File: src/rtl/fps_pkg.sv
`timescale 1ns / 1ps
// shared types and constants for the first palindrome search block
// no dependencies

package fps_pkg;

  localparam int LINE_DEPTH = 128;
  localparam int ADDR_W     = $clog2(LINE_DEPTH);
  localparam int CNT_W      = $clog2(LINE_DEPTH + 1);
  localparam int LEN_W      = (CNT_W > 8) ? CNT_W : 8;
  localparam int SUM_W      = LEN_W + 1;

  localparam logic [7:0] MIN_LEN_RESET = 8'd4;
  localparam logic [7:0] MIN_LEN_FLOOR = 8'd2;

  typedef struct packed {
    logic [7:0] char_byte;
    logic       line_end;
  } fps_in_t;

  typedef struct packed {
    logic       found;
    logic [6:0] match_start;
    logic [7:0] match_length;
    logic [7:0] cleaned_count;
    logic       overflowed;
  } fps_out_t;

  typedef struct packed {
    logic             done;
    logic             hit;
    logic [CNT_W-1:0] start;
    logic [LEN_W-1:0] length;
  } fps_status_t;

endpackage

File: src/rtl/fps_search.sv
`timescale 1ns / 1ps
// line store and palindrome search sequencer with one shared byte compare
// depends on fps_pkg

module fps_search import fps_pkg::*; (
  input  logic              clk,
  input  logic              rst,
  input  logic              wr_en,
  input  logic [ADDR_W-1:0] wr_addr,
  input  logic [7:0]        wr_data,
  input  logic              start,
  input  logic [CNT_W-1:0]  count,
  input  logic [7:0]        need,
  output fps_status_t       status
);

  typedef enum logic [3:0] {
    S_IDLE  = 4'b0001,
    S_BOUND = 4'b0010,
    S_READ  = 4'b0100,
    S_CMP   = 4'b1000
  } state_t;

  state_t state;

  logic [7:0]        mem [LINE_DEPTH];
  logic [7:0]        rd_a;
  logic [7:0]        rd_b;
  logic [CNT_W-1:0]  s;
  logic [LEN_W-1:0]  len;
  logic [ADDR_W-1:0] lo;
  logic [ADDR_W-1:0] hi;
  logic              done;
  logic              hit;
  logic [CNT_W-1:0]  hit_start;
  logic [LEN_W-1:0]  hit_len;
  logic [SUM_W-1:0]  span_end;
  logic [LEN_W-1:0]  need_w;

  assign need_w   = LEN_W'(need);
  assign span_end = SUM_W'(s) + SUM_W'(len);

  always_ff @(posedge clk) begin
    if (wr_en) begin
      mem[wr_addr] <= wr_data;
    end
    rd_a <= mem[lo];
    rd_b <= mem[hi];
  end

  always_ff @(posedge clk) begin
    if (rst) begin
      state <= S_IDLE;
      done  <= 1'b0;
    end else begin
      done <= 1'b0;
      case (state)
        S_IDLE: begin
          if (start) begin
            s     <= '0;
            len   <= need_w;
            state <= S_BOUND;
          end
        end
        S_BOUND: begin
          if (span_end > SUM_W'(count)) begin
            if (len == need_w) begin
              // no later start can fit the minimum either
              done      <= 1'b1;
              hit       <= 1'b0;
              hit_start <= '0;
              hit_len   <= '0;
              state     <= S_IDLE;
            end else begin
              s     <= s + CNT_W'(1);
              len   <= need_w;
            end
          end else begin
            lo    <= s[ADDR_W-1:0];
            hi    <= ADDR_W'(span_end - SUM_W'(1));
            state <= S_READ;
          end
        end
        S_READ: begin
          if (lo >= hi) begin
            done      <= 1'b1;
            hit       <= 1'b1;
            hit_start <= s;
            hit_len   <= len;
            state     <= S_IDLE;
          end else begin
            state <= S_CMP;
          end
        end
        S_CMP: begin
          if (rd_a == rd_b) begin
            lo    <= lo + ADDR_W'(1);
            hi    <= hi - ADDR_W'(1);
            state <= S_READ;
          end else begin
            len   <= len + LEN_W'(1);
            state <= S_BOUND;
          end
        end
        default: begin
          state <= S_IDLE;
        end
      endcase
    end
  end

  assign status.done   = done;
  assign status.hit    = hit;
  assign status.start  = hit_start;
  assign status.length = hit_len;

endmodule

File: src/rtl/first_palindrome_search_core.sv
`timescale 1ns / 1ps
// top level: byte cleaning, line collection, search control and result register
// depends on fps_pkg and fps_search
//
//   channel   signals                        transaction
//   input     in_valid, in_ready, in_item    one raw byte with its line end flag
//   output    out_valid, out_ready, out_item one search result per line
//   config    cfg_we, cfg_wdata              min_length write, no wait
//
// bytes are taken one per cycle while no search runs and no result is held
// the search takes one bound check per tried span or start step, a read and a compare
// per compared byte pair and one more read step to confirm a hit, all through the one compare unit
// res and out_item close the line; rst clears the sequencers and counts, min_length to 4
// the input stalls during a search and while an earlier result is still held

module first_palindrome_search_core import fps_pkg::*; (
  input  logic     clk,
  input  logic     rst,
  input  logic     in_valid,
  output logic     in_ready,
  input  fps_in_t  in_item,
  output logic     out_valid,
  input  logic     out_ready,
  output fps_out_t out_item,
  input  logic     cfg_we,
  input  logic [7:0] cfg_wdata
);

  typedef enum logic [2:0] {
    T_IDLE   = 3'b001,
    T_SEARCH = 3'b010,
    T_HOLD   = 3'b100
  } state_t;

  state_t      state;
  logic [7:0]  min_len;
  logic [7:0]  need;
  logic [CNT_W-1:0] count;
  logic        ovf;
  logic        accept;
  logic        keep;
  logic        room;
  logic [7:0]  clean_byte;
  logic        wr_en;
  logic        start;
  logic        load;
  fps_status_t status;
  fps_status_t res;

  function automatic logic is_dropped(input logic [7:0] c);
    logic d;
    d = (c == 8'd32) || (c >= 8'd33 && c <= 8'd47) || (c >= 8'd58 && c <= 8'd64) ||
        (c >= 8'd91 && c <= 8'd96) || (c >= 8'd123 && c <= 8'd126);
    return d;
  endfunction

  assign in_ready   = (state == T_IDLE);
  assign accept     = in_valid && in_ready;
  assign keep       = !is_dropped(in_item.char_byte);
  assign room       = count < CNT_W'(LINE_DEPTH);
  assign clean_byte = (in_item.char_byte >= 8'd65 && in_item.char_byte <= 8'd90) ?
                      in_item.char_byte + 8'd32 : in_item.char_byte;
  assign wr_en      = accept && keep && room;
  assign start      = accept && in_item.line_end;
  assign need       = (min_len < MIN_LEN_FLOOR) ? MIN_LEN_FLOOR : min_len;
  assign load       = (state == T_HOLD) && (!out_valid || out_ready);

  fps_search u_search (
    .clk     (clk),
    .rst     (rst),
    .wr_en   (wr_en),
    .wr_addr (count[ADDR_W-1:0]),
    .wr_data (clean_byte),
    .start   (start),
    .count   (count),
    .need    (need),
    .status  (status)
  );

  always_ff @(posedge clk) begin
    if (rst) begin
      min_len <= MIN_LEN_RESET;
    end else if (cfg_we) begin
      min_len <= cfg_wdata;
    end
  end

  always_ff @(posedge clk) begin
    if (rst) begin
      state     <= T_IDLE;
      count     <= '0;
      ovf       <= 1'b0;
      out_valid <= 1'b0;
    end else begin
      if (out_valid && out_ready && !load) begin
        out_valid <= 1'b0;
      end
      case (state)
        T_IDLE: begin
          if (accept && keep) begin
            if (room) begin
              count <= count + CNT_W'(1);
            end else begin
              ovf <= 1'b1;
            end
          end
          if (start) begin
            state <= T_SEARCH;
          end
        end
        T_SEARCH: begin
          if (status.done) begin
            res   <= status;
            state <= T_HOLD;
          end
        end
        T_HOLD: begin
          if (load) begin
            out_valid              <= 1'b1;
            out_item.found         <= res.hit;
            out_item.match_start   <= 7'(res.start);
            out_item.match_length  <= 8'(res.length);
            out_item.cleaned_count <= 8'(count);
            out_item.overflowed    <= ovf;
            count                  <= '0;
            ovf                    <= 1'b0;
            state                  <= T_IDLE;
          end
        end
        default: begin
          state <= T_IDLE;
        end
      endcase
    end
  end

endmodule

File: config.mk
export PLATFORM = sky130hd
export DESIGN_NAME = first_palindrome_search_core
export DESIGN_NICKNAME = d
export VERILOG_FILES = /design/src/rtl/fps_pkg.sv /design/src/rtl/fps_search.sv /design/src/rtl/first_palindrome_search_core.sv
export SDC_FILE = /design/constraint.sdc
export NUM_CORES = 2
export LEC_CHECK = 0
export BUFFER_PORTS_ARGS = -buffer_cell sky130_fd_sc_hd__buf_2
export CAP_MARGIN = 20
export CORE_MARGIN = 1.5
export CORE_UTILIZATION = 52
export DETAILED_ROUTE_END_ITERATION = 6
export PLACE_DENSITY = 0.69
export SETUP_SLACK_MARGIN = 0.4
export SYNTH_ARGS = -nofsm -noshare
export SYNTH_HDL_FRONTEND = slang
export SYNTH_SLANG_ARGS = --single-unit
File: constraint.sdc
create_clock -name clk -period 20.4 [get_ports clk]
set_clock_uncertainty 0.05 [all_clocks]
set_input_delay 2.04 -clock clk [delete_from_list [all_inputs] [get_ports clk]]
set_output_delay 2.04 -clock clk [all_outputs]
set_load 0.01 [all_outputs]
# After elaboration in Yosys (flattened, before gate mapping)
# Memories as Yosys holds them, arrays and structs flattened. A register that Yosys moved wholly into a read port is not among the register bits.
# Index checks and enable logic that the tools add are counted.
# word_totals
ramBits,1024
output_inout_bits,27
in_bits,22
memories,1
elab_cells,160
ff_bits,113
# memory_table
memory,words,word_bits,read_ports,rd_ports_with_merged_regs,write_ports,line_no,rtl
u_search.mem,128,8,2,2,1,fps_search.sv:26,logic [7:0] mem [LINE_DEPTH];
# op_classes
magnitude_cmp,14
eq_ne,25
add_sub_neg,8
n_bitwise,1
reduce_logical,35
n_mux,54
# ops
operator,count
8-bit 2-to-1 mux,15
8-bit one-hot mux with 2 select lines,3
7-bit one-hot mux with 2 select lines,3
7-bit 2-to-1 mux,5
8-bit by 7-bit <= comparator with 1-bit output (second input constant),4
8-bit by 1-bit adder with 8-bit output (second input constant),3
8-bit by 7-bit greater-or-equal comparator with 1-bit output (second input constant),3
8-bit one-hot mux with 3 select lines,1
8-bit equality test,2
8-bit by 6-bit greater-or-equal comparator with 1-bit output (second input constant),2
4-bit 2-to-1 mux,4
2-bit by 1-bit != test with 1-bit output (second input constant),8
4-bit one-hot mux with 4 select lines,1
1-bit 2-to-1 mux,14
7-bit by 1-bit subtractor with 7-bit output (second input constant),2
1-bit logical AND,12
3-bit 2-to-1 mux,4
2-bit != test (second input constant),6
4-bit AND reduction,3
5-bit AND reduction,2
8-bit by 8-bit adder with 9-bit output,1
9-bit by 8-bit greater-than comparator with 1-bit output,1
3-bit one-hot mux with 3 select lines,1
3-bit AND reduction,3
other kinds (23),34

# Longest topological paths before layout
# logic_depth
depth_word,11
ltp_mapped,14
mapped_depth_nobuf,14

# By module
# From an unflattened synthesis, not the netlist that was laid out.
# unflattened
hier_cells,2770
area_unflattened_um2,53836.6
# modules_own_cells
module,instances,cells_each,seq_area_each_um2,area_each_um2
fps_search,1,2585,32581.2,51411.8
first_palindrome_search_core,1,185,1651.6,2424.8

# Worst setup path after synthesis
# Ideal clock, no wire load.
# synth_timing
path_kind,input to register
start,input in_item[3] (netlist bit)
end,"memory u_search.mem[0][6], data pin"
path_slack_ns,11.075
cell_stages,4
arrival_time_ns,8.032
n_path_buf,0
setup_time_ns,1.243
required_ns,19.107
path_cell_list,or4_1 -> o21ai_0 -> nor3_1 -> a21boi_0
# synth_between
elab_chain_cells,3
elab_cells_between_ends,5
classes_between,add/sub (1); order compare (2); mux (1); reduce/logical (1)
# synth_lines
item,line_no,rtl
from (decl),first_palindrome_search_core.sv:21,"input fps_in_t in_item,"
8-bit by 7-bit greater-or-equal comparator with 1-bit output / 8-bit by 7-bit <= comparator with 1-bit output (equally long branches),first_palindrome_search_core.sv:61,assign clean_byte = (in_item.char_byte >= 8'd65 && in_item.char_byte <= 8'd90) ?
1-bit logical AND,first_palindrome_search_core.sv:61,
8-bit 2-to-1 mux (*),first_palindrome_search_core.sv:61,
net clean_byte[6],first_palindrome_search_core.sv:43,logic [7:0] clean_byte;
to (decl),fps_search.sv:26,
# The timed path passes the listed nets; every way through them passes the cells marked *.

# Worst setup path after layout
# layout_timing
start,input in_item[2] (netlist bit)
end,memory u_search.mem[62][7] (enable)
# layout_between
elab_chain_cells,11
elab_cells_between_ends,22
classes_between,order compare (8); eq/ne (1); mux (2); reduce/logical (11)
# layout_lines
item,line_no,rtl
8-bit by 6-bit greater-or-equal comparator with 1-bit output / 8-bit by 6-bit <= comparator with 1-bit output (equally long branches),first_palindrome_search_core.sv:52,d = (c == 8'd32) || (c >= 8'd33 && c <= 8'd47) || (c >= 8'd58 && c <= 8'd64) ||
1-bit logical AND,first_palindrome_search_core.sv:52,
1-bit logical OR (3 in series),first_palindrome_search_core.sv:52,
1-bit logical OR (*),first_palindrome_search_core.sv:53,(c >= 8'd91 && c <= 8'd96) || (c >= 8'd123 && c <= 8'd126);
1-bit zero test (*),first_palindrome_search_core.sv:59,assign keep = !is_dropped(in_item.char_byte);
1-bit logical AND (*) (2 in series),first_palindrome_search_core.sv:63,assign wr_en = accept && keep && room;
1-bit 2-to-1 mux (*),fps_search.sv:44,if (wr_en) begin
1-bit 2-to-1 mux (not written as such) (*),fps_search.sv:45,mem[wr_addr] <= wr_data;
# Every way passes the cells marked *; elsewhere a longest branch is shown, timed or not.

==> results.json <==
{
  "ant_nets": 0,
  "synth-compound-area-share_pct": 2.80,
  "synth_top_family_by_area": "multiplexers",
  "yosys.area_share.simple_pct": 3.46,
  "fill_cells": 7309,
  "reg2reg_to": "u_search.rd_b[2]",
  "ys_seq_area_share_pct": 63.8,
  "endpoint_kind": "register",
  "first_pass_iters": 6,
  "clkSinkCount": 1153,
  "drv_slew": 0,
  "pre_cts_ws_ns": 13.91,
  "endpoint": "u_search.mem[62][7]",
  "critPathKind": "in -> reg",
  "power.density_nw_per_um2": 89.6,
  "status": "complete, no violations",
  "worst_path_largest_cell_delay_ns": 0.99,
  "rsz0062_at_grt": "false",
  "viasPerCell": 7.33,
  "crit_path_top_delay_cell": "nand3_2",
  "place.detailed.hpwl_um": 105000,
  "dr.first_iter.drc_count": 4985,
  "cts_tree": "done",
  "leakage_nw": 18.6,
  "gp_congestion": 0.924,
  "maxSlewHeadroom_pct": 19.1,
  "maxCapViolCount": 0,
  "synth_adder_area_share_pct": 0.737,
  "worstMarginPinSlew_ns": 1.21,
  "ctsHtreeMaxLevel": 3,
  "period_needed_ns": 5.94,
  "overflow": 0,
  "max-vdd-ir-drop_mv": 0.0754,
  "syn_area_per_cell_um2": 19.7,
  "path_cells": "buf_4 > and4_1 > o21ai_0 > a211o_1 > a2111oi_4 > nand3_2 > nor2_1",
  "post-cts-setup-buffers": 0,
  "startpoint_type": "primary input",
  "grt_pass1_wl_um": 227000,
  "vias": 31000,
  "dieArea_um2": 105000,
  "ys_types": 66,
  "synthesis.nets": 2775,
  "grt_pass1_vias": 30000,
  "cp-startpoint": "in_item[2]",
  "finalSetupTns_ns": 0,
  "core-area_um2": 102000,
  "die_x_um": 324,
  "grt_max_degree": 142,
  "finalPower_mw": 5.32,
  "cp_max_fo": 74,
  "antenna_found_initial": 8,
  "synth_xor_area_share_pct": 0.735,
  "routed_wirelength_um": 158000,
  "max_freq_ghz": 0.168,
  "ys_ff_latch": 1153,
  "wl_per_cell_um": 37.4,
  "syn_area_um2": 53600,
  "syn_inst": 2722,
  "final.period_utilization_pct": 29.1,
  "async_flop_share_pct": 0,
  "synthMuxAreaShare_pct": 26.5,
  "start_util_pct": 52.6,
  "cts_buffer_depth": 3,
  "grt_util_all_layers_pct": 30.8,
  "synthFlopType": "edfxtp_1",
  "hold_violations": 0,
  "rows": 117,
  "drive_gt1_share_pct": 32.2,
  "route.detailed.drc": 0,
  "rr_worst_depth": 7,
  "crit_required_ns": 20.68,
  "die_height_um": 324,
  "final_nets": 2815,
  "worst_slack_ns": 14.46,
  "area_growth_pct": 10.8,
  "clockRootBuffer": "clkbuf_16",
  "cp.arrival_ns": 6.22,
  "synth-edff-count": 1111,
  "pin_count": 49,
  "portBuffers": 48,
  "finalSetupViolCount": 0,
  "cts_hold_buf": 0,
  "worstSkewPairLatency_ns": 0.73,
  "numCtsBuffers": 112,
  "r2r_start": "u_search.hi[0]",
  "hp-class": "reg -> reg",
  "path_clk_slew_ns": 0.06,
  "cts_resized": 0,
  "ys_warn_count": 0,
  "r2r_slack_ns": 15.65
}
area by class of cell:
| class | count | area [um^2] | share of cell area (%) |
|---|---|---|---|
| clock inverter | 86 | 1220 | 2.06 |
| antenna | 2 | 5.00 | 0.00842 |
| multi-input combinational | 1355 | 18500 | 31.1 |
| tap | 1368 | 1710 | 2.88 |
| clock buffer | 126 | 2900 | 4.88 |
| sequential | 1153 | 34200 | 57.6 |
| inverter | 30 | 115 | 0.194 |
| timing repair buffer | 110 | 791 | 1.33 |
report_power, final:
part / total [mW] / internal [mW] / switching, mW
combinational: 0.361 / 0.139 / 0.222
sequential: 2.65 / 2.62 / 0.0274
clock: 2.31 / 1.38 / 0.927
total: 5.32 / 4.15 / 1.18
worst min path at each step:
| stage | cells after the start | to | slack (ns) | startpoint |
|---|---|---|---|---|
| after floorplan | 0 | out_item[10] | 0.35 | res[1] |
| after global placement | 0 | res[10] | 0.35 | u_search.hit_start[2] |
| after detailed placement | 0 | out_item[12] | 0.36 | res[3] |
| after CTS | 0 | res[16] | 0.37 | u_search.hit |
| after global routing | 0 | out_item[21] | 0.38 | res[12] |
| final | 0 | res[16] | 0.37 | u_search.hit |
routing by layer:
metal	part of all wire (%)	GRT usage, %	vias to the layer above
li1	-	-	11700
met1	37	43.6	16300
met2	46	46.2	2611
met3	13	7.92	331
met4	4.4	12.0	4
met5	0.017	0	-
sequential cells by signal (all words and copies together), names as in the netlist:
name	count
res	16
u_search.len	8
u_search.hit_len	8
out_item	25
u_search.lo	7
u_search.hit_start	7
u_search.s	8
ovf	1
u_search.done	1
u_search.rd_a	8
min_len	8
state	3
u_search.hit	1
u_search.rd_b	8
u_search.hi	7
out_valid	1
u_search.state	4
u_search.mem	1024
count	8
worst max-delay path: cells and delay by family:
family | cells | cell delay [ns]
AO/OA/AOI/OAI | 3 | 1.15
buffers and inverters | 1 | 0.67
AND/OR/NAND/NOR | 3 | 2.23
cells in the final DEF (no fill, tap or decap), types with 8 or more instances in the layout:
cell,netlist,routed
clkinv_1,2,20
nor2_1,182,181
and3_1,8,8
clkinv_2,0,15
o221ai_1,11,11
dfxtp_1,42,42
mux2i_1,72,72
clkbuf_1,74,12
inv_1,28,27
bufinv_16,0,28
xnor2_1,21,20
nand4_1,12,12
clkinvlp_4,0,9
buf_2,64,44
clkbuf_16,0,114
ha_1,30,30
nand3_1,38,37
a21oi_1,46,46
o21ai_0,25,25
edfxtp_1,1111,1111
mux4_2,595,595
a211oi_1,8,8
nor2b_1,9,9
nand2_1,64,58
nand2b_1,8,8
a31oi_1,12,12
xor2_1,24,24
nor3_1,18,15
a22oi_1,60,60
buf_4,25,60
and2_1,19,19
Yosys cell counts (all sizes together) (5+ instances only):
master | count | area share (%)
edfxtp | 1111 | 62
dfxtp | 42 | 1.6
and2 | 20 | 0.23
clkbuf | 74 | 0.52
nor3b | 6 | 0.10
or3 | 5 | 0.058
nor4b | 6 | 0.098
inv | 28 | 0.20
nor2 | 182 | 1.3
nand3 | 38 | 0.35
a21oi | 46 | 0.43
nor4 | 8 | 0.093
ha | 30 | 0.70
o21ai | 26 | 0.24
nand2 | 64 | 0.45
xor2 | 24 | 0.39
a21o | 7 | 0.098
a211oi | 9 | 0.14
mux2i | 72 | 1.3
a22oi | 60 | 0.84
nand2b | 8 | 0.093
xnor2 | 21 | 0.34
nor2b | 9 | 0.10
buf | 110 | 1.2
nand4 | 12 | 0.14
mux4 | 598 | 25
o211ai | 6 | 0.084
o221ai | 11 | 0.18
a31oi | 12 | 0.14
nor3 | 18 | 0.17
and3 | 8 | 0.093
cells by family (layout without fill, tap and decap cells):
| family | after synthesis | after routing |
|---|---|---|
| other cells | 0 | 2 |
| compound gates | 210 | 210 |
| xor+xnor | 45 | 45 |
| flops | 1153 | 1153 |
| mux | 673 | 673 |
| fa+ha+maj | 31 | 31 |
| simple gates | 396 | 396 |
| buf+inv | 214 | 352 |
metrics by stage:
stage,instances,utilization [%],cell area (um^2),hold WS [ns]
5_1_grt,4229,58.2,59400,0.380
4_1_cts,4221,58.1,59300,0.372
3_3_place_gp,4009,54.1,55200,0.352
6_report,4230,58.2,59400,0.370
2_1_floorplan,2722,-,53600,0.350
3_5_place_dp,4009,54.1,55200,0.358
Note: power is estimated with default switching activity, not from simulation.
